[src/lcs_pkg.sv]
// Shared types, sizes and the fixed-point log helper for the per-source spread counter.
package lcs_pkg;

    // Sizes of the source table and of each bitmap.
    localparam int BITMAP_BITS = 1024;
    localparam int NUM_SOURCES = 64;
    localparam int WORDS       = (BITMAP_BITS + 63) / 64;
    localparam int WORD_W      = (WORDS > 1) ? $clog2(WORDS) : 1;
    localparam int POS_W       = $clog2(BITMAP_BITS);
    localparam bit MAP_POW2    = ((1 << POS_W) == BITMAP_BITS);
    localparam int CNT_W       = $clog2(BITMAP_BITS + 1);
    localparam int D_W         = POS_W + 1;
    localparam int IDX_W       = (NUM_SOURCES > 1) ? $clog2(NUM_SOURCES) : 1;
    localparam int RAM_DEPTH   = NUM_SOURCES * WORDS;
    localparam int ADDR_W      = (RAM_DEPTH > 1) ? $clog2(RAM_DEPTH) : 1;
    localparam int SRC_W       = 32;
    localparam int SPREAD_W    = 16;
    localparam int FRAC_BITS   = 28;
    localparam int LOG_W       = 32;
    localparam int MUL_W       = 64;
    localparam int RND_W       = 32 + D_W;
    localparam logic [31:0] LN2_Q32 = 32'hB17217F8;

    // Input and result words.
    typedef struct packed {
        logic             op;
        logic [SRC_W-1:0] source_id;
        logic [SRC_W-1:0] dest_id;
    } lcs_in_t;

    typedef struct packed {
        logic [SPREAD_W-1:0] spread;
        logic                found;
        logic                table_full;
    } lcs_out_t;

    // Operation codes.
    localparam logic OP_RECORD = 1'b0;
    localparam logic OP_QUERY  = 1'b1;

    // What a cell reports and what the controller tells it.
    typedef struct packed {
        logic             hit;
        logic             first_free;
        logic [CNT_W-1:0] count;
    } lcs_cell_stat_t;

    typedef struct packed {
        logic              alloc;
        logic              upd;
        logic [SRC_W-1:0]  source_id;
        logic              inc;
    } lcs_cell_cmd_t;

    typedef enum logic [2:0] {
        ST_IDLE,
        ST_MOD,
        ST_SEARCH,
        ST_READ,
        ST_WRITE,
        ST_EST,
        ST_DONE,
        ST_CLEAR
    } lcs_state_t;

    typedef enum logic [2:0] {
        E_IDLE,
        E_LOG,
        E_MUL1,
        E_MUL2,
        E_FIN
    } lcs_est_state_t;

    // log2(x) in Q.28 by repeated squaring; used at elaboration only.
    function automatic logic [LOG_W-1:0] log2_fixed(input int unsigned x);
        int unsigned          e;
        logic [63:0]          y;
        logic [FRAC_BITS-1:0] frac;
        e    = 0;
        frac = '0;
        for (int k = 0; k < 31; k++) begin
            if ((x >> e) > 1) begin
                e++;
            end
        end
        y = 64'(x) << (31 - e);
        for (int i = 0; i < FRAC_BITS; i++) begin
            y    = (y * y) >> 31;
            frac = {frac[FRAC_BITS-2:0], 1'b0};
            if (y >= 64'h1_0000_0000) begin
                frac[0] = 1'b1;
                y       = y >> 1;
            end
        end
        return {e[3:0], frac};
    endfunction

    localparam logic [LOG_W-1:0] LOG_M = log2_fixed(BITMAP_BITS);

endpackage

[src/lcs_cell.sv]
// One table cell: a source tag and its set-bit count.
module lcs_cell
    import lcs_pkg::*;
(
    input  logic             aclk,
    input  logic             aresetn,
    input  logic [SRC_W-1:0] key,
    input  logic             take_in,
    output logic             take_out,
    input  logic             sel,
    input  lcs_cell_cmd_t    cmd,
    output lcs_cell_stat_t   stat
);

    logic             valid_reg, valid_next;
    logic [SRC_W-1:0] source_reg, source_next;
    logic [CNT_W-1:0] count_reg, count_next;

    // Allocation starts a clean count; an update adds a newly set bit.
    always_comb begin
        valid_next  = valid_reg;
        source_next = source_reg;
        count_next  = count_reg;
        if (sel && cmd.alloc) begin
            valid_next  = 1'b1;
            source_next = cmd.source_id;
            count_next  = CNT_W'(cmd.inc);
        end else if (sel && cmd.upd) begin
            count_next = count_reg + CNT_W'(cmd.inc);
        end
    end

    always_ff @(posedge aclk) begin
        if (!aresetn) begin
            valid_reg <= 1'b0;
        end else begin
            valid_reg <= valid_next;
        end
    end

    always_ff @(posedge aclk) begin
        source_reg <= source_next;
        count_reg  <= count_next;
    end

    // The free-slot token passes on only through occupied cells.
    assign take_out        = take_in & valid_reg;
    assign stat.hit        = valid_reg && (source_reg == key);
    assign stat.first_free = take_in & ~valid_reg;
    assign stat.count      = count_reg;

endmodule

[config.mk]
export PLATFORM = sky130hd
export DESIGN_NAME = lcs_cell
export DESIGN_NICKNAME = d
export VERILOG_FILES = /design/src/lcs_pkg.sv /design/src/lcs_cell.sv
export SDC_FILE = /design/constraint.sdc
export NUM_CORES = 1
export LEC_CHECK = 0
export ABC_AREA = 1
export BUFFER_PORTS_ARGS = -buffer_cell sky130_fd_sc_hd__buf_2
export CAP_MARGIN = 20
export CORE_MARGIN = 10
export CORE_UTILIZATION = 44
export DETAILED_ROUTE_END_ITERATION = 10
export PLACE_DENSITY = 0.74
export SYNTH_ARGS = -nofsm -noshare
export SYNTH_HDL_FRONTEND = slang
export SYNTH_SLANG_ARGS = --single-unit
[constraint.sdc]
create_clock -name aclk -period 1.77 [get_ports aclk]
set_input_delay 0.177 -clock aclk [delete_from_list [all_inputs] [get_ports aclk]]
set_output_delay 0.177 -clock aclk [all_outputs]
set_load 0.02 [all_outputs]
# Yosys cells after proc, flatten, opt, wreduce, memory -nomap -nowiden
# Cells that the tools add are included.
# totals
latchBits,0
regBits,44
inputBits,71
mem_bits_ro,0
wordCells,15
mem_bits_rw,0
n_memories,0
# op_classes
muxes,2
div_mod_pow,0
multipliers,0
reduce_logical,4
eq_ne,1
n_bitwise,3
shift,0
n_addsub,1
order_cmp,0
# ops
op,n
$eq A32 B32 Y1,1
$add A11 B1 Y11,1
$logic_and A1 B1 Y1,3
$and A1 B1 Y1,2
$mux W1,2
$reduce_bool A2 Y1,1
$not A1 Y1,1

# Logic depth before layout (Yosys ltp)
# depth
depth_word,3
ltp_mapped,10
ltp_nobuf,10

# Least setup slack after synthesis
# No wires, ideal clock.
# synth_path
path_kind,register -> register
startpoint,register count_reg[0]
endpoint,register count_reg[8]
n_path_buf,0
required_time_ns,1.612
path_stages_with_launch,10
synth_period_minus_slack_ns,1.533
setup_slack_ns,0.237
arrival_time_ns,1.375
path_cell_list,edfxtp_1 > ha_1 > ha_1 > inv_1 > nor2_4 > nand2_1 > nor2_2 > nand2_1 > nor2_1 > nor3b_2
# synth_via
elab_chain_cells,1
# synth_rtl
element,line_no,text
"start, declared",lcs_cell.sv:17,"logic [CNT_W-1:0] count_reg, count_next;"
"start signal, assigned",lcs_cell.sv:43,count_reg <= count_next;
$add A11 B1 Y11,lcs_cell.sv:29,count_next = count_reg + CNT_W'(cmd.inc);
# No other way between the ends.
# A chain may end at the register's enable or synchronous reset.

==> insert_results.sql <==
INSERT INTO impl_metrics (metric_group, metric, value, unit) VALUES
('synth', 'netlist_top_cells_area', 'sky130_fd_sc_hd__edfxtp_1 46%, sky130_fd_sc_hd__nand2_1 15%, sky130_fd_sc_hd__dfxtp_1 10%', ''),
('floorplanning', 'floorplan.die.width', '89.9', 'µm'),
('critical_path', 'crit_chain', 'xor2_1, nor3_1, nand3_1, nor2_1, buf_4', ''),
('finish', 'post-route-util', '58.9', '%'),
('sta', 'rsz0062_at_grt', 'true', ''),
('finish', 'layout-drive-gt1-share', '29.3', '%'),
('critical_path', 'critical_path_rt', '1.59', 'ns'),
('synth', 'synth.cell_area', '2150', 'µm²'),
('placement', 'portBuffers', '84', ''),
('finish', 'final_area', '2780', 'µm²'),
('drt', 'via_count', '1801', ''),
('synth', 'yosys.area.top_type_share', '46.1', '%'),
('sta', 'whs', '0.0541', 'ns'),
('hold_path', 'min_delay_path_depth', '1', ''),
('sta', 'finalCriticalPeriod', '1.66', 'ns'),
('placement', 'final_estimated_routing_congestion_in_global_placement', '0.787', ''),
('critical_path', 'critical_path_peak_fanout', '1', ''),
('critical_path', 'path_class', 'flip-flop to output pin', ''),
('floorplanning', 'start_util', '45.5', '%'),
('synth', 'largest_family_of_logic_cells_by_synthesized_area', 'simple AND/OR/NAND/NOR gates', ''),
('power', 'peakVddDrop', '565', 'µV'),
('sta', 'timing_worst_slew_pin_value', '0.451', 'ns'),
('power', 'power.leakage', '1.44', 'nW'),
('sta', 'period_share', '93.9', '%'),
('synth', 'synth_area_per_cell', '8.43', 'µm²'),
('global_routing', 'antenna_found_initial', '0', ''),
('sta', 'timing.clock.skew', '0.00238', 'ns'),
('synth', 'synthArstFlopShare', '0', '%'),
('global_routing', 'grtUsageTotal', '12.6', '%'),
('synth', 'post_synth_num_cell_types', '22', ''),
('job', 'cap_violations', '0', ''),
('drt', 'drt-pass1-iter-count', '4', ''),
('synth', 'synth_compound_gate_area_share', '5.12', '%'),
('clock_tree', 'clock_latency', '0.29', 'ns'),
('sta', 'maxSlewHeadroom', '70.0', '%'),
('synth', 'library_cell_with_the_largest_summed_area_after_synthesis', 'sky130_fd_sc_hd__edfxtp_1', ''),
('critical_path', 'cpMaxStageDelayCell', 'sky130_fd_sc_hd__edfxtp_1', ''),
('hold_path', 'holdCritStartpoint', 'cmd[12]', ''),
('clock_tree', 'clkSinkCount', '44', ''),
('critical_path', 'reg_to_reg_critical_path_startpoint', 'count_reg[0]', ''),
('sta', 'finalHoldViolations', '0', ''),
('synth', 'synth_enable_flop_cells', '33', ''),
('placement', 'detailed_place.area', '2670', 'µm²'),
('synth', 'synth_flop_cell', 'sky130_fd_sc_hd__edfxtp_1', ''),
('synth', 'synth-xor-area-share', '3.66', '%'),
('placement', 'detailed_place_hpwl', '4.04', 'mm'),
('hold_path', 'worst_hold_path_type', 'primary input to flip-flop', ''),
('sta', 'final.setup.tns', '0', 'ns'),
('placement', 'dp.cells', '407', ''),
('floorplanning', 'number_of_placed_i_o_pins', '85', ''),
('floorplanning', 'floorplan.core_area', '4720', 'µm²'),
('critical_path', 'crit_path_end_kind', 'output pin', ''),
('power', 'total_power', '2.24', 'mW'),
('outcome', 'run_status', 'finished clean', ''),
('drt', 'drt_wl_total', '4.95', 'mm'),
('synth', 'adder_cell_area_share_of_the_yosys_netlist', '1.16', '%'),
('clock_tree', 'tritoncts_clock_tree', 'yes', ''),
('clock_tree', 'post-cts-setup-buffer-count', '0', ''),
('synth', 'synth.mux.area_fraction', '0', '%'),
('synth', 'synth_seq_cells', '44', ''),
('finish', 'final_cells', '415', ''),
('global_routing', 'grt_first_pass_wirelength', '8.33', 'mm'),
('critical_path', 'reg2regPathDepth', '9', ''),
('floorplanning', 'total_number_of_placement_rows', '25', ''),
('synth', 'synth_sequential_area_ratio', '56.3', '%'),
('placement', 'dp_slack', '0.282', 'ns'),
('finish', 'mostFrequentLayoutCells', '84 x sky130_fd_sc_hd__nand2_1, 83 x sky130_fd_sc_hd__buf_2, 53 x sky130_fd_sc_hd__inv_1, 33 x sky130_fd_sc_hd__edfxtp_1, 30 x sky130_fd_sc_hd__nor2_1', ''),
('sta', 'setup_violations', '0', ''),
('global_routing', 'grt_max_degree', '35', ''),
('clock_tree', 'cts_max_path_buffers', '2', ''),
('critical_path', 'critical_path_arrival', '1.48', 'ns');
[timing repair]
action / CTS / global route
gates resized for setup: 0 / 1
setup endpoints to repair: 0 / 1
hold endpoints to repair: 0 / 0
[power breakdown]
group	leakage, nW	switching (mW)	internal, mW	total (mW)
Clock	0.0548	0.352	0.425	0.777
Combinational	0.986	0.142	0.124	0.265
Sequential	0.399	0.0275	1.17	1.20
[logic make-up after synthesis]
group / Yosys count
AO/OA/AOI/OAI: 19
XOR/XNOR: 9
adder cells (fa/ha/maj): 2
buffers and inverters: 54
flip-flops: 44
AND/OR/NAND/NOR: 127
[per-layer routing]
metal  wire, µm  track usage [%]
met5          0                0
met4         34             2.79
met1       2100             13.6
met3        397             5.15
met2       2420             22.6
[synthesized netlist by cell type (2+ instances only)]
cell and count:
sky130_fd_sc_hd__nand2_2 2, sky130_fd_sc_hd__o21ai_0 11, sky130_fd_sc_hd__edfxtp_1 33, sky130_fd_sc_hd__nor2_1 30
sky130_fd_sc_hd__ha_1 2, sky130_fd_sc_hd__nand2_1 84, sky130_fd_sc_hd__a21oi_1 4, sky130_fd_sc_hd__xnor2_1 6
sky130_fd_sc_hd__inv_1 53, sky130_fd_sc_hd__nand3_1 3, sky130_fd_sc_hd__nor3_1 4, sky130_fd_sc_hd__dfxtp_1 11
sky130_fd_sc_hd__xor2_1 3
[worst max-delay path by stage]
stage / start / endpoint / slack, ns
global placement: count_reg[0] / count_reg[8] / 0.37
floorplan: count_reg[0] / count_reg[8] / 0.24
CTS: source_reg[10] / stat[12] / 0.08
global route: source_reg[3] / stat[12] / -0.06
finish: source_reg[22] / stat[12] / 0.11
detailed placement: count_reg[0] / count_reg[8] / 0.28
[area by class of cell]
| type | instances | area (µm²) |
|---|---|---|
| Tap cell | 67 | 83.8 |
| Clock buffer | 5 | 68.8 |
| Timing Repair Buffer | 86 | 438 |
| Sequential cell | 44 | 1210 |
| Clock inverter | 3 | 46.3 |
| Multi-Input combinational cell | 157 | 736 |
| Inverter | 53 | 199 |
| Fill cell | 414 | 1940 |
[worst max-delay path, delay by kind of cell (launching register included)]
kind / cells / cell delay [ns]
buffers and inverters: 1 / 0.15
DFF: 1 / 0.41
and+or+nand+nor: 3 / 0.46
xor gates and xnor gates: 1 / 0.16
(Power assumes the default switching activity.)
