===== src/lcs_pkg.sv =====
// Shared types, sizes and the fixed-point log helper for the per-source spread counter.
package lcs_pkg;

    // Sizes of the source table and of each bitmap.
    localparam int BITMAP_BITS = 1024;
    localparam int NUM_SOURCES = 64;
    localparam int WORDS       = (BITMAP_BITS + 63) / 64;
    localparam int WORD_W      = (WORDS > 1) ? $clog2(WORDS) : 1;
    localparam int POS_W       = $clog2(BITMAP_BITS);
    localparam bit MAP_POW2    = ((1 << POS_W) == BITMAP_BITS);
    localparam int CNT_W       = $clog2(BITMAP_BITS + 1);
    localparam int D_W         = POS_W + 1;
    localparam int IDX_W       = (NUM_SOURCES > 1) ? $clog2(NUM_SOURCES) : 1;
    localparam int RAM_DEPTH   = NUM_SOURCES * WORDS;
    localparam int ADDR_W      = (RAM_DEPTH > 1) ? $clog2(RAM_DEPTH) : 1;
    localparam int SRC_W       = 32;
    localparam int SPREAD_W    = 16;
    localparam int FRAC_BITS   = 28;
    localparam int LOG_W       = 32;
    localparam int MUL_W       = 64;
    localparam int RND_W       = 32 + D_W;
    localparam logic [31:0] LN2_Q32 = 32'hB17217F8;

    // Input and result words.
    typedef struct packed {
        logic             op;
        logic [SRC_W-1:0] source_id;
        logic [SRC_W-1:0] dest_id;
    } lcs_in_t;

    typedef struct packed {
        logic [SPREAD_W-1:0] spread;
        logic                found;
        logic                table_full;
    } lcs_out_t;

    // Operation codes.
    localparam logic OP_RECORD = 1'b0;
    localparam logic OP_QUERY  = 1'b1;

    // What a cell reports and what the controller tells it.
    typedef struct packed {
        logic             hit;
        logic             first_free;
        logic [CNT_W-1:0] count;
    } lcs_cell_stat_t;

    typedef struct packed {
        logic              alloc;
        logic              upd;
        logic [SRC_W-1:0]  source_id;
        logic              inc;
    } lcs_cell_cmd_t;

    typedef enum logic [2:0] {
        ST_IDLE,
        ST_MOD,
        ST_SEARCH,
        ST_READ,
        ST_WRITE,
        ST_EST,
        ST_DONE,
        ST_CLEAR
    } lcs_state_t;

    typedef enum logic [2:0] {
        E_IDLE,
        E_LOG,
        E_MUL1,
        E_MUL2,
        E_FIN
    } lcs_est_state_t;

    // log2(x) in Q.28 by repeated squaring; used at elaboration only.
    function automatic logic [LOG_W-1:0] log2_fixed(input int unsigned x);
        int unsigned          e;
        logic [63:0]          y;
        logic [FRAC_BITS-1:0] frac;
        e    = 0;
        frac = '0;
        for (int k = 0; k < 31; k++) begin
            if ((x >> e) > 1) begin
                e++;
            end
        end
        y = 64'(x) << (31 - e);
        for (int i = 0; i < FRAC_BITS; i++) begin
            y    = (y * y) >> 31;
            frac = {frac[FRAC_BITS-2:0], 1'b0};
            if (y >= 64'h1_0000_0000) begin
                frac[0] = 1'b1;
                y       = y >> 1;
            end
        end
        return {e[3:0], frac};
    endfunction

    localparam logic [LOG_W-1:0] LOG_M = log2_fixed(BITMAP_BITS);

endpackage


===== src/lcs_est.sv =====
// Linear-counting estimate from a set-bit count, one squaring step per cycle.
module lcs_est
    import lcs_pkg::*;
(
    input  logic                aclk,
    input  logic                aresetn,
    input  logic                start,
    input  logic [CNT_W-1:0]    count,
    output logic                done,
    output logic [SPREAD_W-1:0] spread
);

    localparam int CHK_SHIFT = FRAC_BITS;

    lcs_est_state_t       state_reg, state_next;
    logic [31:0]          y_reg, y_next;
    logic [3:0]           e_reg, e_next;
    logic [FRAC_BITS-1:0] frac_reg, frac_next;
    logic [4:0]           it_reg, it_next;
    logic [MUL_W-1:0]     prod_reg, prod_next;
    logic [RND_W-1:0]     rnd_reg, rnd_next;
    logic [SPREAD_W-1:0]  spread_reg, spread_next;

    logic [CNT_W-1:0] c_clamp;
    logic [D_W-1:0]   d;
    logic [3:0]       e_init;
    logic [63:0]      sq;
    logic [32:0]      sq_shr;
    logic [LOG_W-1:0] diff;
    logic [RND_W-CHK_SHIFT-1:0] rnd_top;

    // Next state.
    always_comb begin
        state_next = state_reg;
        case (state_reg)
            E_IDLE: if (start) state_next = E_LOG;
            E_LOG:  if (it_reg == 5'(FRAC_BITS - 1)) state_next = E_MUL1;
            E_MUL1: state_next = E_MUL2;
            E_MUL2: state_next = E_FIN;
            E_FIN:  state_next = E_IDLE;
            default: state_next = E_IDLE;
        endcase
    end

    // Datapath: normalize, square, then scale by ln2 and m with rounding and saturation.
    always_comb begin
        c_clamp = (count >= CNT_W'(BITMAP_BITS)) ? CNT_W'(BITMAP_BITS - 1) : count;
        d       = D_W'(BITMAP_BITS) - D_W'(c_clamp);
        e_init  = '0;
        for (int k = 0; k < D_W; k++) begin
            if (d[k]) begin
                e_init = 4'(k);
            end
        end
        sq      = 64'(y_reg) * 64'(y_reg);
        sq_shr  = sq[63:31];
        diff    = LOG_M - {e_reg, frac_reg};
        rnd_top = rnd_reg[RND_W-1:CHK_SHIFT];

        y_next      = y_reg;
        e_next      = e_reg;
        frac_next   = frac_reg;
        it_next     = it_reg;
        prod_next   = prod_reg;
        rnd_next    = rnd_reg;
        spread_next = spread_reg;
        case (state_reg)
            E_IDLE: begin
                if (start) begin
                    e_next    = e_init;
                    y_next    = 32'(d) << (5'd31 - 5'(e_init));
                    frac_next = '0;
                    it_next   = '0;
                end
            end
            E_LOG: begin
                it_next = it_reg + 5'd1;
                if (sq_shr[32]) begin
                    frac_next = {frac_reg[FRAC_BITS-2:0], 1'b1};
                    y_next    = sq_shr[32:1];
                end else begin
                    frac_next = {frac_reg[FRAC_BITS-2:0], 1'b0};
                    y_next    = sq_shr[31:0];
                end
            end
            E_MUL1: prod_next = 64'(diff) * 64'(LN2_Q32);
            E_MUL2: begin
                rnd_next = RND_W'(prod_reg[63:32]) * RND_W'(BITMAP_BITS)
                         + RND_W'(1 << (FRAC_BITS - 1));
            end
            E_FIN: begin
                spread_next = (rnd_top > (RND_W - CHK_SHIFT)'(16'hFFFF)) ? 16'hFFFF
                            : SPREAD_W'(rnd_top);
            end
            default: ;
        endcase
    end

    always_ff @(posedge aclk) begin
        if (!aresetn) begin
            state_reg <= E_IDLE;
        end else begin
            state_reg <= state_next;
        end
    end

    always_ff @(posedge aclk) begin
        y_reg      <= y_next;
        e_reg      <= e_next;
        frac_reg   <= frac_next;
        it_reg     <= it_next;
        prod_reg   <= prod_next;
        rnd_reg    <= rnd_next;
        spread_reg <= spread_next;
    end

    assign done   = (state_reg == E_FIN);
    assign spread = spread_next;

endmodule


===== config.mk =====
export PLATFORM = sky130hd
export DESIGN_NAME = lcs_est
export DESIGN_NICKNAME = d
export VERILOG_FILES = /design/src/lcs_pkg.sv /design/src/lcs_est.sv
export SDC_FILE = /design/constraint.sdc
export NUM_CORES = 2
export LEC_CHECK = 0
export BUFFER_PORTS_ARGS = -buffer_cell sky130_fd_sc_hd__buf_2
export CAP_MARGIN = 25
export CELL_PAD_IN_SITES_DETAIL_PLACEMENT = 1
export CELL_PAD_IN_SITES_GLOBAL_PLACEMENT = 1
export CORE_ASPECT_RATIO = 1.75
export CORE_MARGIN = 2
export CORE_UTILIZATION = 50
export DETAILED_ROUTE_END_ITERATION = 7
export PLACE_DENSITY_LB_ADDON = 0.1
export RECOVER_POWER = 50
export SYNTH_ARGS = -nofsm -noshare
export SYNTH_HDL_FRONTEND = slang
export SYNTH_SLANG_ARGS = --single-unit

===== constraint.sdc =====
create_clock -name aclk -period 23.9 [get_ports aclk]
set_clock_uncertainty 0.1 [all_clocks]
set_input_delay 5.975 -clock aclk [delete_from_list [all_inputs] [get_ports aclk]]
set_output_delay 5.975 -clock aclk [all_outputs]
set_load 0.01 [all_outputs]

Yosys cells after proc, flatten, opt, wreduce, memory -nomap -nowiden --
Cells that the tools add are included.
Cells by class: add/subtract/negate cells 5, $mul 2, magnitude comparators 2, eq/ne operators 7, shift-type cells 1, multiplexer cells 24, reductions and logical operators 5
Operator list (count):
- $mul 32x32->64 | 1
- $mux 32 | 2
- $pmux 32 s2 | 1
- $mul 32x29->61 const B | 1
- $pmux 28 s2 | 1
- $add 42x28->43 const B | 1
- $mux 4 | 9
- $mux 16 | 2
- $shl 11x5->32 | 1
- $sub 32x32->32 const A | 1
- $mux 28 | 1
- $gt 15x15->1 const B | 1
- $pmux 3 s4 | 1
- $ge 11x11->1 const B | 1
- $mux 11 | 1
- $sub 11x11->11 const A | 1
- $pmux 5 s2 | 1
- $eq 3x2->1 const B | 2
- $mux 3 | 2
- $reduce_and 2->1 | 3
- $add 5x1->5 const B | 1
- $eq 5x5->1 const B | 1
- $mux 5 | 1
- $sub 5x4->5 const A | 1
- other kinds (6) | 8
Storage, ports and cells: register bits 192, input port bits 14, output and inout bits 17, logic and storage cells 54

Longest topological paths before layout --
word-level depth 17, gate-level depth with buffers 38, depth with buffers taken out 36

Least setup slack after synthesis --
Ideal clock, no wire load.
path type reg2reg, from register frac_reg[0], to register prod_reg[60] (data pin), library setup time 0.258 ns, arrival 10.015 ns, required time 23.542 ns, slack 13.526 ns, stages on the path, launching flop included 36, path buffers 2, clock period less this slack 10.374 ns, cells stage by stage edfxtp_1 inv_1 ha_1 and3_1 and4b_1 clkbuf_1 nand2_1 or4_1 clkbuf_1 nand2b_1 or4_1 or4_1 xnor2_1 inv_1 fa_1 inv_1 fa_1 inv_1 fa_1 fa_1 fa_1 fa_1 fa_1 ha_1 ha_1 a21o_1 a21o_1 a21oi_1 o21ai_0 a2111oi_0 a21boi_0 o21ai_0 a21o_1 a311o_1 a21oi_1 xnor2_1
Between the ends: longest elaborated chain between the ends 2
Ends and longest elaborated chain:
- start: declaration | line lcs_est.sv:18 | logic [FRAC_BITS-1:0] frac_reg, frac_next;
- start signal: assignment | line lcs_est.sv:110 | frac_reg <= frac_next;
- $sub 32x32->32 | line lcs_est.sv:57 | diff = LOG_M - {e_reg, frac_reg};
- $mul 32x29->61 | line lcs_est.sv:86 | E_MUL1: prod_next = 64'(diff) * 64'(LN2_Q32);
- end signal: assignment | line lcs_est.sv:112 | prod_reg <= prod_next;
- end: declaration | line lcs_est.sv:20 | logic [MUL_W-1:0] prod_reg, prod_next;
Every way passes these cells. A chain may end at the register's enable or synchronous reset.

Worst setup path after layout --
Same ends and word-level chain as after synthesis.

==> summary.md <==
| Metric | Value |
|---|---|
| Buffers & Inverters on Critical Path | `5` |
| Max_slew headroom | `-72.5%` |
| CP Capture Type | `register` |
| Final HPWL DP | `132 mm` |
| TritonCTS clock tree | `built` |
| Seq cells post-synth | `118` |
| Avg Inst Size Synth | `9.82 sq um` |
| GRT Util Overall | `approximately a third` |
| Grt total ovfl | `0` |
| Post-cts gate resize count | `0` |
| Hold Path Class | `register to register` |
| Initial Util | `50.5%` |
| Initial DRT Pass Iterations | `5` |
| CP required | `approximately 24 ns` |
| Num CTS Buffers | `17` |
| DRC | `0` |
| Global-route wire length before repair | `approximately 240 mm` |
| Final Cell Area | `51200 sq um` |
| Vias in the first global route | `approximately 42000` |
| Hold-fix buffers at CTS | `0` |
| Placed Area | `a little over 50000 sq um` |
| Worst Path Max Fanout | `13` |
| Row cnt | `151` |
| Fin. max-slew vios | `69` |
| Seq/Total Area, Yosys | `slightly below 7%` |
| Setup TNS | `0 ns` |
| Num ports | `31` |
| Crit Path Category | `register to register` |
| RSZ-0062 raised after global routing | `false` |
| Clock root cell | `clkbuf_16` |
| CP delay by family, top | `adder cells` |
| Setup Buffers After CTS | `0` |
| Final Setup Violations | `0` |
| Top cell type's share of synthesized area | `46.7%` |
| Status | `complete, but fails checks` |
| Slowest-stage cell, CP | `a21boi_0` |
| Post-synth EDFFs | `approximately 100` |
| Slew @ Worst Pin | `2.59 ns` |
| GPL Wtd Cong | `~0.94` |
| Most frequent cells in the layout | `inv_1, fa_1, ha_1, nand2_1, and2_1` |
| YS warnings | `0` |
| I/O Buffers | `30` |
| Clock Sinks | `around 120` |
| Share of cells above drive strength 1 | `3.20%` |
| Vias | `approximately 34000` |
| Pin count of the biggest net entering global routing | `36` |
| Post-synthesis cell area | `~49000 sq um` |
| Final Hold Viols | `0` |
| Netlist cell types | `between 80 and 90` |
| Layout area overhead | `4.80%` |
| CTS clk-pin slew, worst paths | `~0.070 ns` |
| Number of flip-flops in the largest register | `32` |
| Initial antenna violation count | `5` |
| Dominant register cell in the synthesized netlist | `edfxtp_1` |
| CORE AREA | `between 90000 and 100000 sq um` |
| Clk_lat worst skew | `0.46 ns` |
| CP dominant cell by count | `fa_1` |
| Failing checks | `capacitance limit, slew limit` |
| Post-Route WL | `156 mm` |
| Tmin final | `roughly 12 ns` |
| Fmax | `0.0835 GHz` |
| Routed Antenna Nets | `0` |
| Nets@finish | `6730` |
| Most common cell after layout, fill and taps aside | `inv_1` |
| Setup crit start kind | `register` |
| H-tree depth | `4` |
| Die Width | `240 microns` |
| Syn nets | `between 6000 and 7000` |
| Final period utilization | `around half` |
| Fill cells | `11000` |
| Drt wl/cell | `between 20 and 25 microns` |
| Clock tree buffer depth | `2` |
| CP max stage delay | `about 0.71 ns` |
| Max Cap Violations | `2` |
| Initial DRC count | `between 1000 and 1500` |
| Async SR Flop Fraction | `0%` |
| Post-synth top area cell | `fa_1` |
| Top post-synthesis cells by area | `fa_1, ha_1, inv_1, edfxtp_1, nand2_1` |
| Arrival @ worst endpoint | `12.08 ns` |
| Overall die height | `417 microns` |
| Gate Count Post-Synth | `slightly below 5000` |
| Die Area | `100000 sq um` |
| Via density | `5.50` |
[kinds of logic (layout without fill, tap and decap cells)]
| family | after synthesis | in the layout | share of synthesized area (%) |
|---|---|---|---|
| adder cells (fa/ha/maj) | 1768 | 1768 | 62.8 |
| buffers and inverters | 1548 | 1540 | 11.9 |
| AND/OR/NAND/NOR | 951 | 951 | 9.45 |
| AO/OA/AOI/OAI | 383 | 383 | 5.17 |
| XOR/XNOR | 171 | 171 | 3.08 |
| flip-flops | 118 | 118 | 6.87 |
| multiplexers | 31 | 31 | 0.679 |
| other | 1 | 3 | 0.00768 |
[layer usage]
layer / wire length (microns) / global-route usage (%) / up-vias / share of wire [%]
li1: - / - / 14900 / -
met1: 46300 / 29.4 / 18100 / 30
met2: 90600 / 65.9 / 832 / 58
met3: 3950 / 2.85 / 583 / 2.5
met4: 15400 / 26.4 / 4 / 9.9
met5: 23 / 0 / - / 0.015
[cells in the mapped netlist, types with 17 or more instances]
cell,count
edfxtp_1,99
clkbuf_1,132
fa_1,1140
nor3_1,26
nand4_1,20
xor2_1,72
xnor2_1,98
a21o_1,70
nor2_1,139
dfxtp_1,19
mux2_2,17
ha_1,626
nand3_1,39
o21ai_0,70
inv_1,1407
a21oi_1,121
and3_1,48
and2_1,202
nor2b_1,18
nand2_1,392
[cell type report]
class                      count  area (sq um)  area share [%]
multi-input combinational   3305         39700            77.6
inverter                    1409          5290            10.3
sequential                   118          3350            6.55
tap                         1300          1630            3.18
timing repair buffer          99           646            1.26
clock buffer                  20           479           0.936
clock inverter                12          87.6           0.171
antenna                        2          5.00         0.00978
[metrics by stage]
step | worst slack, ns | utilization (%) | instances | hold slack [ns]
floorplan | 13.53 | - | 4971 | 0.392
global placement | 12.07 | 52.3 | 6230 | 0.353
detailed placement | 11.81 | 52.3 | 6230 | 0.356
CTS | 11.77 | 52.9 | 6262 | 0.369
global route | 11.18 | 52.9 | 6263 | 0.384
finish | 11.93 | 52.9 | 6265 | 0.358
[final timing paths]
check           startpoint            end  slack [ns]  cells past startpoint
max            frac_reg[0]   prod_reg[60]       11.93                     32
min          spread_reg[1]  spread_reg[1]        0.36                      1
max reg2reg    frac_reg[0]   prod_reg[60]       11.93                     32
min reg2reg  spread_reg[1]  spread_reg[1]        0.36                      1
Power is not shown: default switching activity piles up to over one toggle a cycle in this logic, so the estimate is an artifact.
